`config.mk`:
```
export PLATFORM = sky130hd
export DESIGN_NAME = source_text_tokenizer_core
export DESIGN_NICKNAME = d
export VERILOG_FILES = /design/src/hdl/stt_pkg.sv /design/src/hdl/stt_scan.sv /design/src/hdl/stt_outq.sv /design/src/hdl/source_text_tokenizer_core.sv
export SDC_FILE = /design/constraint.sdc
export NUM_CORES = 1
export LEC_CHECK = 0
export BUFFER_PORTS_ARGS = -buffer_cell sky130_fd_sc_hd__buf_2
export CAP_MARGIN = 20
export CELL_PAD_IN_SITES_DETAIL_PLACEMENT = 0
export CELL_PAD_IN_SITES_GLOBAL_PLACEMENT = 1
export CORE_AREA = 2 2 178 180
export DETAILED_ROUTE_END_ITERATION = 12
export DIE_AREA = 0 0 180 182
export GPL_ROUTABILITY_DRIVEN = 0
export PLACE_DENSITY = 0.87
export SLEW_MARGIN = 15
export SYNTH_ARGS = -nofsm -noshare
export SYNTH_HDL_FRONTEND = slang
export SYNTH_HIERARCHICAL = 1
export SYNTH_SLANG_ARGS = --single-unit
```
`constraint.sdc`:
```
create_clock -name clk_i -period 8.2 [get_ports clk_i]
set_input_delay 1.64 -clock clk_i [delete_from_list [all_inputs] [get_ports clk_i]]
set_output_delay 1.64 -clock clk_i [all_outputs]
set_load 0.01 [all_outputs]
```
`src/hdl/stt_pkg.sv`:
```
// Shared types, character constants and byte classification for the
// source text tokenizer. No dependencies.
`default_nettype none

package stt_pkg;

  localparam int unsigned POS_BITS = 16;
  localparam logic [POS_BITS-1:0] POS_ONE = POS_BITS'(1);
  localparam logic [POS_BITS-1:0] POS_MAX = {POS_BITS{1'b1}};

  localparam logic [7:0] CH_DOT   = 8'h2E;  // '.'
  localparam logic [7:0] CH_EQ    = 8'h3D;  // '='
  localparam logic [7:0] CH_US    = 8'h5F;  // '_'
  localparam logic [7:0] CH_NL    = 8'h0A;  // newline
  localparam logic [7:0] CH_TAB   = 8'h09;
  localparam logic [7:0] CH_BSL   = 8'h5C;  // backslash
  localparam logic [7:0] CH_DQ    = 8'h22;  // double quote
  localparam logic [7:0] CH_SQ    = 8'h27;  // single quote
  localparam logic [7:0] CH_LOW_N = 8'h6E;  // 'n'
  localparam logic [7:0] CH_LOW_T = 8'h74;  // 't'
  localparam logic [7:0] CH_NUL   = 8'h00;

  typedef enum logic [1:0] {
    KIND_ID  = 2'd0,
    KIND_NUM = 2'd1,
    KIND_STR = 2'd2,
    KIND_SYM = 2'd3
  } kind_e;

  typedef enum logic [2:0] {
    CLS_SKIP  = 3'd0,
    CLS_ID    = 3'd1,
    CLS_DIGIT = 3'd2,
    CLS_SYM   = 3'd3,
    CLS_QUOTE = 3'd4
  } cls_e;

  typedef struct packed {
    logic [7:0] ch;
    logic       ch_valid;
    logic       end_of_text;
  } stt_in_t;

  typedef struct packed {
    logic [1:0]          kind;
    logic [7:0]          tok_char;
    logic                char_present;
    logic                first;
    logic                last;
    logic [POS_BITS-1:0] start_line;
    logic [POS_BITS-1:0] start_column;
  } stt_out_t;

  // zero, one or two results made by one input transfer
  typedef struct packed {
    logic [1:0]         count;
    stt_out_t [1:0]     item;
  } stt_push_t;

  function automatic cls_e classify(input logic [7:0] b);
    cls_e c;
    c = CLS_SKIP;
    if ((b inside {[8'h61:8'h7A]}) || (b inside {[8'h41:8'h5A]}) || b == CH_US) begin
      c = CLS_ID;
    end else if (b inside {[8'h30:8'h39]}) begin
      c = CLS_DIGIT;
    end else if (b == CH_DQ || b == CH_SQ) begin
      c = CLS_QUOTE;
    end else if (b inside {8'h2C, 8'h2E, 8'h3C, 8'h3E, 8'h21, 8'h40, 8'h23, 8'h24,
                           8'h25, 8'h5E, 8'h26, 8'h2A, 8'h28, 8'h29, 8'h7B, 8'h7D,
                           8'h2F, 8'h5C, 8'h3A, 8'h3B, 8'h60, 8'h3D, 8'h7E, 8'h7C,
                           8'h2B, 8'h2D}) begin
      c = CLS_SYM;
    end
    return c;
  endfunction

  // brackets and punctuation never combine with a second symbol
  function automatic logic pairable(input logic [7:0] b);
    return !(b inside {8'h28, 8'h29, 8'h7B, 8'h7D, 8'h2C, 8'h3B, 8'h3A, 8'h60, 8'h7E});
  endfunction

  function automatic stt_out_t mk_result(input kind_e k, input logic [7:0] c,
                                         input logic present, input logic first,
                                         input logic last, input logic [POS_BITS-1:0] line,
                                         input logic [POS_BITS-1:0] column);
    stt_out_t r;
    r.kind         = k;
    r.tok_char     = c;
    r.char_present = present;
    r.first        = first;
    r.last         = last;
    r.start_line   = line;
    r.start_column = column;
    return r;
  endfunction

endpackage

`default_nettype wire

```
`src/hdl/stt_scan.sv`:
```
// Scanner: holds the tokenizer state and turns one input transfer into
// zero, one or two result items. Depends on stt_pkg.
`default_nettype none

module stt_scan (
  input  wire logic              clk_i,
  input  wire logic              rst_ni,
  input  wire logic              accept_i,
  input  wire stt_pkg::stt_in_t  in_data_i,
  output stt_pkg::stt_push_t     push_o
);

  localparam logic [2:0] M_IDLE = 3'd0;
  localparam logic [2:0] M_ID   = 3'd1;
  localparam logic [2:0] M_NUM  = 3'd2;
  localparam logic [2:0] M_STR  = 3'd3;
  localparam logic [2:0] M_ESC  = 3'd4;
  localparam logic [2:0] M_SYM  = 3'd5;

  logic [2:0]                   mode_q, mode_d;
  logic [7:0]                   held_char_q, held_char_d;
  logic                         held_valid_q, held_valid_d;
  logic                         held_first_q, held_first_d;
  logic [stt_pkg::POS_BITS-1:0] cur_line_q, cur_line_d;
  logic [stt_pkg::POS_BITS-1:0] cur_col_q, cur_col_d;
  logic [stt_pkg::POS_BITS-1:0] tok_line_q, tok_line_d;
  logic [stt_pkg::POS_BITS-1:0] tok_col_q, tok_col_d;

  logic [7:0]        b;
  stt_pkg::cls_e     cls;
  stt_pkg::kind_e    kind;
  logic              more;
  logic              start;
  logic [1:0]        nres;
  stt_pkg::stt_out_t res [2];

  always_comb begin
    mode_d       = mode_q;
    held_char_d  = held_char_q;
    held_valid_d = held_valid_q;
    held_first_d = held_first_q;
    cur_line_d   = cur_line_q;
    cur_col_d    = cur_col_q;
    tok_line_d   = tok_line_q;
    tok_col_d    = tok_col_q;
    nres         = 2'd0;
    res[0]       = '0;
    res[1]       = '0;
    b            = in_data_i.ch;
    cls          = stt_pkg::classify(b);
    kind         = (mode_q == M_ID) ? stt_pkg::KIND_ID : stt_pkg::KIND_NUM;
    more         = 1'b0;
    start        = 1'b0;

    if (accept_i && in_data_i.ch_valid) begin
      case (mode_q)
        M_ID, M_NUM: begin
          more = (mode_q == M_ID) ? (cls == stt_pkg::CLS_ID || cls == stt_pkg::CLS_DIGIT)
                                  : (cls == stt_pkg::CLS_DIGIT || b == stt_pkg::CH_DOT);
          res[nres[0]] = stt_pkg::mk_result(kind, held_char_d, 1'b1, held_first_d, !more,
                                            tok_line_d, tok_col_d);
          nres = nres + 2'd1;
          if (more) begin
            held_char_d  = b;
            held_valid_d = 1'b1;
            held_first_d = 1'b0;
          end else begin
            held_valid_d = 1'b0;
            mode_d       = M_IDLE;
            start        = 1'b1;
          end
        end
        M_SYM: begin
          if (stt_pkg::pairable(held_char_d) && (b == held_char_d || b == stt_pkg::CH_EQ)) begin
            res[0] = stt_pkg::mk_result(stt_pkg::KIND_SYM, held_char_d, 1'b1, 1'b1, 1'b0,
                                        tok_line_d, tok_col_d);
            res[1] = stt_pkg::mk_result(stt_pkg::KIND_SYM, b, 1'b1, 1'b0, 1'b1,
                                        tok_line_d, tok_col_d);
            nres   = 2'd2;
          end else begin
            res[0] = stt_pkg::mk_result(stt_pkg::KIND_SYM, held_char_d, 1'b1, 1'b1, 1'b1,
                                        tok_line_d, tok_col_d);
            nres   = 2'd1;
            start  = 1'b1;
          end
          held_valid_d = 1'b0;
          mode_d       = M_IDLE;
        end
        M_STR, M_ESC: begin
          if (mode_q == M_STR && (cls == stt_pkg::CLS_QUOTE || b == stt_pkg::CH_NUL)) begin
            // closing quote or NUL byte: last byte or the empty-string marker
            if (held_valid_d) begin
              res[0] = stt_pkg::mk_result(stt_pkg::KIND_STR, held_char_d, 1'b1,
                                          held_first_d, 1'b1, tok_line_d, tok_col_d);
            end else begin
              res[0] = stt_pkg::mk_result(stt_pkg::KIND_STR, stt_pkg::CH_NUL, 1'b0,
                                          1'b1, 1'b1, tok_line_d, tok_col_d);
            end
            nres         = 2'd1;
            held_valid_d = 1'b0;
            mode_d       = M_IDLE;
          end else if (mode_q == M_STR && b == stt_pkg::CH_BSL) begin
            mode_d = M_ESC;
          end else begin
            mode_d = M_STR;
            more   = 1'b1;
            if (mode_q == M_ESC) begin
              // escape translation; unknown escapes are dropped
              case (b)
                stt_pkg::CH_BSL:   b = stt_pkg::CH_BSL;
                stt_pkg::CH_LOW_N: b = stt_pkg::CH_NL;
                stt_pkg::CH_LOW_T: b = stt_pkg::CH_TAB;
                stt_pkg::CH_DQ:    b = stt_pkg::CH_DQ;
                default:           more = 1'b0;
              endcase
            end
            if (more) begin
              if (held_valid_d) begin
                res[0] = stt_pkg::mk_result(stt_pkg::KIND_STR, held_char_d, 1'b1,
                                            held_first_d, 1'b0, tok_line_d, tok_col_d);
                nres   = 2'd1;
              end
              held_first_d = !held_valid_d;
              held_char_d  = b;
              held_valid_d = 1'b1;
            end
          end
        end
        default: begin
          mode_d       = M_IDLE;
          held_valid_d = 1'b0;
          start        = 1'b1;
        end
      endcase

      if (start && cls != stt_pkg::CLS_SKIP) begin
        tok_line_d = cur_line_q;
        tok_col_d  = cur_col_q;
        if (cls == stt_pkg::CLS_QUOTE) begin
          mode_d       = M_STR;
          held_valid_d = 1'b0;
          held_first_d = 1'b0;
        end else begin
          mode_d       = (cls == stt_pkg::CLS_ID) ? M_ID :
                         ((cls == stt_pkg::CLS_DIGIT) ? M_NUM : M_SYM);
          held_char_d  = in_data_i.ch;
          held_valid_d = 1'b1;
          held_first_d = 1'b1;
        end
      end

      if (in_data_i.ch == stt_pkg::CH_NL) begin
        if (cur_line_q != stt_pkg::POS_MAX) begin
          cur_line_d = cur_line_q + stt_pkg::POS_ONE;
        end
        cur_col_d = stt_pkg::POS_ONE;
      end else if (cur_col_q != stt_pkg::POS_MAX) begin
        cur_col_d = cur_col_q + stt_pkg::POS_ONE;
      end
    end

    if (accept_i && in_data_i.end_of_text) begin
      // flush whatever token is still open
      if (nres != 2'd2) begin
        case (mode_d)
          M_ID, M_NUM: begin
            res[nres[0]] = stt_pkg::mk_result(
                (mode_d == M_ID) ? stt_pkg::KIND_ID : stt_pkg::KIND_NUM, held_char_d,
                1'b1, held_first_d, 1'b1, tok_line_d, tok_col_d);
            nres = nres + 2'd1;
          end
          M_SYM: begin
            res[nres[0]] = stt_pkg::mk_result(stt_pkg::KIND_SYM, held_char_d, 1'b1, 1'b1,
                                              1'b1, tok_line_d, tok_col_d);
            nres = nres + 2'd1;
          end
          M_STR, M_ESC: begin
            if (held_valid_d) begin
              res[nres[0]] = stt_pkg::mk_result(stt_pkg::KIND_STR, held_char_d, 1'b1,
                                                held_first_d, 1'b1, tok_line_d, tok_col_d);
            end else begin
              res[nres[0]] = stt_pkg::mk_result(stt_pkg::KIND_STR, stt_pkg::CH_NUL, 1'b0,
                                                1'b1, 1'b1, tok_line_d, tok_col_d);
            end
            nres = nres + 2'd1;
          end
          default: begin
          end
        endcase
      end
      mode_d       = M_IDLE;
      held_valid_d = 1'b0;
      held_first_d = 1'b0;
      cur_line_d   = stt_pkg::POS_ONE;
      cur_col_d    = stt_pkg::POS_ONE;
    end
  end

  always_ff @(posedge clk_i or negedge rst_ni) begin
    if (!rst_ni) begin
      mode_q       <= M_IDLE;
      held_char_q  <= '0;
      held_valid_q <= 1'b0;
      held_first_q <= 1'b0;
      cur_line_q   <= stt_pkg::POS_ONE;
      cur_col_q    <= stt_pkg::POS_ONE;
      tok_line_q   <= stt_pkg::POS_ONE;
      tok_col_q    <= stt_pkg::POS_ONE;
    end else begin
      mode_q       <= mode_d;
      held_char_q  <= held_char_d;
      held_valid_q <= held_valid_d;
      held_first_q <= held_first_d;
      cur_line_q   <= cur_line_d;
      cur_col_q    <= cur_col_d;
      tok_line_q   <= tok_line_d;
      tok_col_q    <= tok_col_d;
    end
  end

  assign push_o.count   = nres;
  assign push_o.item[0] = res[0];
  assign push_o.item[1] = res[1];

endmodule

`default_nettype wire

```
`src/hdl/stt_outq.sv`:
```
// Four-entry result queue: takes up to two results per cycle from the
// scanner and, when popped, presents one per cycle. Depends on stt_pkg.
`default_nettype none

module stt_outq (
  input  wire logic               clk_i,
  input  wire logic               rst_ni,
  input  wire stt_pkg::stt_push_t push_i,
  input  wire logic               pop_i,
  output logic                    room_o,
  output logic                    valid_o,
  output stt_pkg::stt_out_t       data_o
);

  stt_pkg::stt_out_t mem_q [4];
  logic [1:0] wr_ptr_q, wr_ptr_d;
  logic [1:0] rd_ptr_q, rd_ptr_d;
  logic [2:0] count_q, count_d;
  logic [1:0] wr_next;

  assign wr_next  = wr_ptr_q + 2'd1;
  assign wr_ptr_d = wr_ptr_q + push_i.count;
  assign rd_ptr_d = rd_ptr_q + {1'b0, pop_i};
  assign count_d  = count_q + {1'b0, push_i.count} - {2'b00, pop_i};

  always_ff @(posedge clk_i or negedge rst_ni) begin
    if (!rst_ni) begin
      wr_ptr_q <= '0;
      rd_ptr_q <= '0;
      count_q  <= '0;
    end else begin
      wr_ptr_q <= wr_ptr_d;
      rd_ptr_q <= rd_ptr_d;
      count_q  <= count_d;
    end
  end

  always_ff @(posedge clk_i) begin
    if (push_i.count != 2'd0) begin
      mem_q[wr_ptr_q] <= push_i.item[0];
    end
    if (push_i.count == 2'd2) begin
      mem_q[wr_next] <= push_i.item[1];
    end
  end

  // keep room for the worst case of two results from one transfer
  assign room_o  = count_q <= 3'd2;
  assign valid_o = count_q != 3'd0;
  assign data_o  = mem_q[rd_ptr_q];

endmodule

`default_nettype wire

```
`src/hdl/source_text_tokenizer_core.sv`:
```
// Top level of the source text tokenizer: scanner plus result queue.
// Depends on stt_pkg, stt_scan and stt_outq.
//
// Input channel: one source byte (with ch_valid) and/or an end-of-text
// flag per transfer. Output channel: one token byte per transfer with kind,
// first/last marks and the token's start line and column.
// Token bytes leave one input byte late, since the last mark of a byte is
// known only when the next byte arrives; end_of_text flushes the open token.
// An input transfer makes zero, one or two results; they are written into a
// four-entry queue and set out_valid_o the cycle after the input transfer.
// The scanner takes one byte per cycle, the output one result per cycle while
// the receiver is ready; a two-result transfer always leaves the scanner idle,
// so two never follow each other and a ready receiver never stalls input.
// in_stall_o rises when fewer than two queue entries are free, so it comes
// from the queue fill level only. A stalling receiver fills the queue and
// then stalls the input; nothing is lost or repeated.
// Reset empties the queue and returns the scanner to idle at line 1,
// column 1.
`default_nettype none

module source_text_tokenizer_core (
  input  wire logic              clk_i,
  input  wire logic              rst_ni,
  input  wire logic              in_valid_i,
  output logic                   in_stall_o,
  input  wire stt_pkg::stt_in_t  in_data_i,
  output logic                   out_valid_o,
  input  wire logic              out_stall_i,
  output stt_pkg::stt_out_t      out_data_o
);

  stt_pkg::stt_push_t push;
  logic               room;
  logic               in_xfer;
  logic               out_xfer;

  assign in_stall_o = !room;
  assign in_xfer    = in_valid_i && room;
  assign out_xfer   = out_valid_o && !out_stall_i;

  stt_scan u_scan (
    .clk_i    (clk_i),
    .rst_ni   (rst_ni),
    .accept_i (in_xfer),
    .in_data_i(in_data_i),
    .push_o   (push)
  );

  stt_outq u_outq (
    .clk_i  (clk_i),
    .rst_ni (rst_ni),
    .push_i (push),
    .pop_i  (out_xfer),
    .room_o (room),
    .valid_o(out_valid_o),
    .data_o (out_data_o)
  );

  a_push_needs_xfer: assert property (@(posedge clk_i) disable iff (!rst_ni)
    push.count != 2'd0 |-> in_xfer)
    else $error("results produced without an input transfer");

  a_push_count_range: assert property (@(posedge clk_i) disable iff (!rst_ni)
    push.count != 2'd3)
    else $error("scanner produced more than two results");

  a_push_shows: assert property (@(posedge clk_i) disable iff (!rst_ni)
    push.count != 2'd0 |=> out_valid_o)
    else $error("queued result not presented");

  a_empty_string: assert property (@(posedge clk_i) disable iff (!rst_ni)
    out_valid_o && !out_data_o.char_present |->
      out_data_o.first && out_data_o.last && out_data_o.kind == stt_pkg::KIND_STR)
    else $error("byte-less result that is not a lone empty string");

endmodule

`default_nettype wire
```
Word level (Yosys, flattened, before mapping) --
Memory sizes are Yosys's and may differ from the RTL's. Index checks and enable logic that the tools add are counted.
Operators by class: add/subtract/negate cells 8, magnitude comparators 9, equal/unequal tests 59, mux-type cells 100, bitwise operators 1, reduce and logical (&&, ||, !) cells 42
Operators with widths (count):
- $bwmux W90 | 4
- $mux W90 | 4
- $mux W45 | 7
- $pmux W90 S3 | 1
- $eq A8 B6 Y1 const B | 25
- $mux W16 | 12
- $pmux W45 S3 | 1
- $eq A8 B7 Y1 const B | 15
- $mux W8 | 8
- $demux W45 S1 | 1
- $mux W43 | 1
- $mux W3 | 12
- $mux W33 | 1
- $add A16 B1 Y16 const B | 2
- $mux W1 | 32
- $ne A16 B16 Y1 const B | 2
- $pmux W8 S4 | 1
- $reduce_bool A26 Y1 | 1
- $mux W2 | 9
- $ge A8 B7 Y1 const B | 2
- $le A8 B7 Y1 const B | 2
- $pmux W8 S2 | 1
- $eq A3 B2 Y1 const B | 5
- $eq A3 B3 Y1 const B | 5
- other kinds (32) | 65
Storage, ports and cells: register bits 84, memory bits (writable) 180, input bits 14, output and inout bits 47, logic and storage cells 231, memories 1
Memories:
- u_outq.mem_q | depth 4, bits a word 45, rd ports 1, clocked after memory_dff 0, write ports 2, RTL line stt_outq.sv:15 | stt_pkg::stt_out_t mem_q [4];

Logic depth before layout (Yosys ltp) --
Gate-level depths: netlist of the first run.
depth after elaboration 27, depth in mapped cells 18, depth with buffers taken out 15

By module --
The synthesis of the first run kept the hierarchy.
By module, submodules not included:
- stt_outq | times used 1, cells each 474, area an instance 9554.2 sq um, seq. area each 5580.4 sq um
- stt_scan | times used 1, cells each 814, area an instance 6311.1 sq um, seq. area each 1931.9 sq um
- source_text_tokenizer_core | times used 1, cells each 3, area an instance 23.8 sq um, seq. area each 0.0 sq um

Least setup slack after synthesis of the first run --
No wires, ideal clock.
path type input -> register, from input port in_data_i[7] in the netlist's numbering, to memory u_outq/mem_q[0][0] in the netlist's numbering (enable), library setup time 0.510 ns, arrival time 7.298 ns, required time 7.690 ns, setup slack 0.392 ns, stages on the path 14, buffers on the path 3, cell sequence buf_4 -> and4b_1 -> clkbuf_1 -> nand4_1 -> a21oi_1 -> nor2_1 -> a31o_1 -> buf_4 -> a31o_2 -> o211ai_2 -> nand3_1 -> xor2_1 -> o21bai_1 -> o21ai_0
RTL lines:
- from (decl) | RTL line source_text_tokenizer_core.sv:26 | input wire stt_pkg::stt_in_t in_data_i,
- to (decl) | RTL line stt_outq.sv:15

==> key figures, run 1 <==
Finish
  – Layout area overhead: 8.37%
  – Final standard cell utilization of the core: 0.556
  – Final Non-Filler Cells: 1740
  – Fillcell total: 2456
  – Share of layout cells above drive strength 1: 0.283
  – Final nets: 1338

STA
  – F_max: 160 MHz
  – Final min period: 6.23 ns
  – Least-Margin Pin Slew: 0.992 ns
  – Slew headroom: 0.339
  – TNS Setup: 0 ns
  – Post-route clock period utilization: 0.760
  – Count of final setup violators: 0
  – Final hold slack: 0.523 ns
  – RSZ-0062 raised after global routing: false
  – Final Hold Vio Count: 0
  – Max Transition Viols Final: 0
  – Final Skew: 0.0130 ns
  – Final WS setup: 1.97 ns

Setup path
  – RR Startpoint: u_outq/count_q[0]
  – Arr. time, crit path: 6.41 ns
  – CP Max Fanout: 45
  – Worst reg2reg path depth: 13
  – Kind of critical path: input pin to register
  – CP endpoint kind: register
  – Setup crit start: in_valid_i
  – CP Launch Type: input pin
  – R2r endpoint: u_outq/mem_q[2][15]
  – Worst R2R Setup Slack: 2.03 ns
  – Crit path required time: 8.38 ns

Detailed routing
  – Residual DRC count: 0
  – DRT iter0 DRCs: 1124
  – Final WL: 38.5 mm
  – Drt first pass iters: 5
  – WL/cell: 22.1 µm
  – Post-route antenna net violation count: 0
  – Via density: 6.25
  – DR vias: 10878

CTS
  – Clk sinks: 264
  – CTS buffer count: 27
  – CTS H-Tree Depth: 1
  – Clk buf depth: 3
  – CTS tree: yes
  – Clock slew at reported path FFs: 0.06 ns
  – Post-CTS Setup Inserts: 0
  – CTS resizes: 0
  – Clk Latency, worst-skew pair: 0.55 ns
  – Hold_buf cts: 0
  – CTS root buf: clkbuf_16

Yosys
  – Synthesized area per cell: 12.3 µm²
  – Synth area leader: edfxtp_1
  – Syn_nets: 1314
  – Top-area cell type share of the netlist area: 0.340
  – Top post-synthesis cells by area: edfxtp_1 (34%), dfrtp_1 (13%), mux2_4 (9.4%), mux4_2 (6.4%), mux2_2 (5.4%)
  – Syn Std Cell Area: 0.0159 mm²
  – Predominant post-synthesis flop cell: edfxtp_1
  – Seq cells post-synth: 264
  – Number of flops mapped to enable cells by yosys: 180
  – Cells after synthesis: 1291
  – Async set-or-reset flop fraction in the synthesized netlist: 0.318
  – Sequential fraction of the synthesis area: 0.473
  – Yosys cell types: 98
  – Ys Warns: 6

GRT
  – Overall routing resource usage: 0.234
  – First-pass GRT wire length: 61.3 mm
  – Initial antenna violation count: 1
  – GR Overflow Total: 0
  – Vias in the first global route: 10899
  – Largest net degree at the start of global routing: 61

Min path
  – HP Start: u_outq/count_q[2]
  – Worst hold path class: register to register
  – Hold path depth: 1
  – Hold endpoint: u_outq/count_q[2]

Die
  – Die Y: 182 µm
  – Num rows: 65
  – Initial Utilization: 0.513
  – # IOs: 61
  – Die footprint: 0.0328 mm²
  – Core box area: 0.0310 mm²
  – Chip width: 180 µm

Placed design
  – DP Worst Slack: 1.49 ns
  – IO Port Bufs: 60
  – Post-DP HPWL: 24.7 mm
  – Placed insts: 1687

Power and ir drop
  – Power per cell area: 274 mW/mm²
  – Peak supply drop: 0.158 mV
  – Leak: 6.59 nW

Job
  – Max-capacitance violation count: 0

Status
  – Status: finished, final reports clean
worst max path at each step:
| stage | endpoint | slack, ns | cells after the start |
|---|---|---|---|
| 2_1_floorplan | u_outq/mem_q[0][0] | 0.39 | 14 |
| 3_3_place_gp | u_outq/mem_q[2][10] | 1.69 | 13 |
| 3_5_place_dp | u_outq/mem_q[2][11] | 1.49 | 13 |
| 4_1_cts | u_outq/mem_q[2][4] | 2.07 | 13 |
| 5_1_grt | u_outq/mem_q[2][4] | 1.53 | 13 |
| 6_report | u_outq/mem_q[2][15] | 1.97 | 13 |
synth_stat cells, drive strengths merged, types with 4 or more instances:
master / n
o311ai: 7
o21a: 4
clkbuf: 28
nor2: 64
inv: 56
nand4: 16
o21ai: 97
nor3: 19
a31oi: 13
a21boi: 5
mux2i: 35
a211oi: 9
xor2: 27
a41o: 4
dfstp: 4
and3: 11
buf: 56
nand3: 26
nand2: 131
mux4: 45
nand4b: 5
dfrtp: 80
nand2b: 8
o211ai: 5
a32oi: 4
mux2: 181
nor4: 9
edfxtp: 180
and4: 5
o2111ai: 4
o31ai: 8
a21oi: 33
and2: 9
or3: 8
nor2b: 8
ha: 8
a22o: 9
xnor2: 9
power by group:
group	total [mW]	internal [mW]	leakage [nW]	switching, mW
clock network	1.22	0.711	0.425	0.507
registers	1.89	1.63	2.79	0.259
logic	1.61	0.684	3.37	0.923
total	4.71	3.02	6.59	1.69
per-layer routing:
metal | routed length [µm] | global-route usage | share of wire | vias up
met2 | 18500 | 0.390 | 0.48 | 426
met4 | 821 | 0.0641 | 0.021 | 0
met1 | 16600 | 0.324 | 0.43 | 5447
met5 | 0 | 0 | 0 | -
li1 | - | - | - | 4941
met3 | 2610 | 0.0313 | 0.068 | 64
metrics by stage:
stage	instance area (µm²)	power, mW
3_5_place_dp	16300	3.51
3_3_place_gp	16300	3.49
6_report	17200	4.71
2_1_floorplan	15900	2.99
4_1_cts	17200	4.73
5_1_grt	17200	4.93
critical path, stage by stage:
cell      delay [ns]
buf_2           0.07
and2_1          0.16
and2_1          0.75
o21ai_0         0.21
a21oi_1         0.27
o21ai_2         0.17
ha_1            0.24
nor2_1          0.29
nand3_1         0.16
o21ai_0         0.75
and4bb_4        0.81
o21bai_4        0.24
buf_4           0.61
state kept, by name, indices dropped and copies added, names as in the netlist:
signal and cells:
u_outq/wr_ptr_q 2, u_outq/mem_q 180, u_scan/cur_col_q 16, u_outq/count_q 3, u_scan/held_valid_q 1, u_scan/tok_line_q 16, u_scan/mode_q 3, u_scan/cur_line_q 16
u_scan/held_char_q 8, u_outq/rd_ptr_q 2, u_scan/held_first_q 1, u_scan/tok_col_q 16
cell type report:
type / count / area (µm²) / share of cell area
multi-input cells: 886 / 7650 / 0.444
clock buffers: 35 / 716 / 0.0416
repair buffers: 79 / 458 / 0.0266
flip-flops and latches: 264 / 7520 / 0.437
diodes: 2 / 5.00 / 0.000291
inverters: 57 / 214 / 0.0124
clock inverters: 15 / 159 / 0.00923
well taps: 402 / 503 / 0.0292
cells in the final DEF, fill, tap and decap left out, drive strengths merged, types with 11 or more instances in the layout:
master,count
buf,79
nand4,16
nand3,26
a21oi,33
dfrtp,80
nor2,64
edfxtp,180
nor3,19
a31oi,13
clkbuf,35
mux2i,35
xor2,27
clkinv,12
o21ai,97
inv,57
and3,11
mux4,45
mux2,181
nand2,131
logic make-up after synthesis:
logic type	synth area share
xor+xnor	0.0198
flops	0.473
buf+inv	0.0499
mux	0.237
simple gates	0.107
compound gates	0.105
fa+ha+maj	0.00756
No activity file was read; power rests on OpenSTA's default activity.
==> inputs of run 2 (changes only) <==
clock period = 6.5 ns   (was 8.2 ns; I/O delays follow)
==> run 2 against run 1 <==
Sequential cell count unchanged. Clock skew increased by 0.0021 ns. Global-route usage decreased by 0.61 points. Sequential power increased by 24%. Critical path depth unchanged. Final area increased by 0.34%. Total power increased by 26%. Critical endpoint is now u_outq/mem_q[2][39].
==> key figures, run 2 (synthesized netlist as in run 1, its figures left out) <==
Status
  – Status: finished, final reports clean

Power and ir drop
  – Power per cell area: 342 mW/mm²
  – P_sw: 2.12 mW
  – Leak: 6.60 nW
  – Net switching fraction of the power: 0.359
  – Cell-internal power: 3.79 mW
  – Peak supply drop: 0.205 mV
  – Combinational Power Share: 0.347
  – Sequential share of power: 0.398
  – Clk network pwr share: 0.255
  – Pwr Total: 5.92 mW

STA
  – Count of final setup violators: 0
  – Slew headroom: 0.336
  – Post-route clock period utilization: 0.817
  – Least-Margin Pin Slew: 0.993 ns
  – Final Skew: 0.0151 ns
  – Max Transition Viols Final: 0
  – Final Hold Vio Count: 0
  – F_max: 188 MHz
  – TNS Setup: 0 ns
  – RSZ-0062 raised after global routing: false
  – Final min period: 5.31 ns

Setup path
  – CP Max Fanout: 27
  – CP endpoint kind: register
  – Kind of critical path: input pin to register
  – CP Launch Type: input pin
  – Crit path required time: 6.73 ns
  – Arr. time, crit path: 5.55 ns

Die
  – Die Y: 182 µm
  – Num rows: 65
  – Core box area: 0.0310 mm²
  – Chip width: 180 µm
  – # IOs: 61
  – Initial Utilization: 0.513
  – Die footprint: 0.0328 mm²

CTS
  – Clk buf depth: 3
  – CTS root buf: clkbuf_16
  – CTS tree: yes
  – CTS resizes: 0
  – Clock slew at reported path FFs: 0.06 ns
  – CTS H-Tree Depth: 1
  – Post-CTS Setup Inserts: 0
  – CTS buffer count: 27
  – Clk Latency, worst-skew pair: 0.54 ns
  – Hold_buf cts: 0
  – Clk sinks: 264

Finish
  – Layout area overhead: 8.74%
  – Share of layout cells above drive strength 1: 0.288
  – Area of the multi-input gates: 0.00765 mm²
  – Final nets: 1340
  – Commonest non-fill, non-tap cell in the layout: edfxtp_1
  – Final Non-Filler Cells: 1740
  – Biggest register: u_outq/mem_q
  – Fillcell total: 2467
  – Number of flip-flops under the largest register name: 180
  – FF+latch area: 0.00752 mm²
  – Diodes inserted: 0
  – Most frequent cells in the layout: edfxtp_1 (180), nand2_1 (130), mux2_4 (99)

GRT
  – Vias in the first global route: 10653
  – First-pass GRT wire length: 59.8 mm
  – Initial antenna violation count: 0
  – Largest net degree at the start of global routing: 54
  – Overall routing resource usage: 0.228
  – GR Overflow Total: 0

Detailed routing
  – DRT iter0 DRCs: 990
  – Final WL: 37.6 mm
  – Post-route antenna net violation count: 0
  – Drt first pass iters: 6
  – Residual DRC count: 0
  – Via density: 6.21
  – WL/cell: 21.6 µm
  – DR vias: 10800

Job
  – Max-capacitance violation count: 0

Min path
  – Worst hold path class: register to register

Placed design
  – IO Port Bufs: 60
  – Placed insts: 1690
  – Post-DP HPWL: 23.7 mm
[run 2: cell count changes in the layout (fill, tap and decap cells not counted), sizes merged]
cell,before,now
bufinv,3,2
clkbuf,35,33
diode,2,0
clkinvlp,0,4
inv,57,59
buf,79,81
clkinv,12,9
[run 2: final cells by class]
| type | instances | share of cell area |
|---|---|---|
| multi-input combinational | 886 | 0.443 |
| sequential | 264 | 0.435 |
| clock buffer | 33 | 0.0410 |
| timing repair buffer | 81 | 0.0303 |
| tap | 402 | 0.0291 |
| inverter | 57 | 0.0124 |
| clock inverter | 17 | 0.00956 |
[run 2: final timing paths]
kind	cells past startpoint	from	endpoint	slack [ns]
setup / recovery	13	in_data_i[7]	u_outq/mem_q[2][39]	1.19
max in group asynchronous	2	rst_ni	u_scan/mode_q[0]	4.67
setup reg to reg	12	u_scan/mode_q[2]	u_outq/mem_q[2][39]	1.42
hold reg to reg	1	u_outq/count_q[2]	u_outq/count_q[2]	0.52
hold / removal	1	u_outq/count_q[2]	u_outq/count_q[2]	0.52
min in group asynchronous	1	rst_ni	u_scan/held_char_q[0]	0.72
[run 2: per-layer routing]
metal	GRT usage	vias to the layer above	share of wire
li1	-	4954	-
met1	0.329	5327	0.44
met2	0.369	476	0.48
met3	0.0287	43	0.068
met4	0.0546	0	0.015
met5	0	-	0
[run 2: per-stage QoR]
stage | worst slack (ns) | cell area, µm² | hold slack [ns] | utilization
final | 1.19 | 17300 | 0.516 | 0.558
after global routing | 0.816 | 17300 | 0.537 | 0.558
after CTS | 1.24 | 17300 | 0.519 | 0.558
after detailed placement | 0.698 | 16400 | 0.507 | 0.529
after global placement | 0.914 | 16400 | 0.489 | 0.529
after floorplan | 0.149 | 15900 | 0.461 | -
[run 2: critical path: stages]
cell and delay, ns:
buf_2 0.33, and4b_1 0.31, o21ai_1 0.17, a21oi_1 0.10, nor4_2 0.39, nand2_1 0.29, a41oi_2 0.43, o211ai_2 0.21
nand3_1 0.16, xor2_1 0.44, o21bai_1 0.25, o21bai_4 0.82, buf_4 0.35
[run 2: power by group through the flow]
stage | clock network, mW | logic [mW] | registers (mW)
floorplan | 0 | 1.59 | 2.18
global placement | 0 | 2.02 | 2.38
detailed placement | 0 | 2.03 | 2.39
CTS | 1.54 | 2.05 | 2.36
global route | 1.60 | 2.21 | 2.40
finish | 1.51 | 2.05 | 2.35
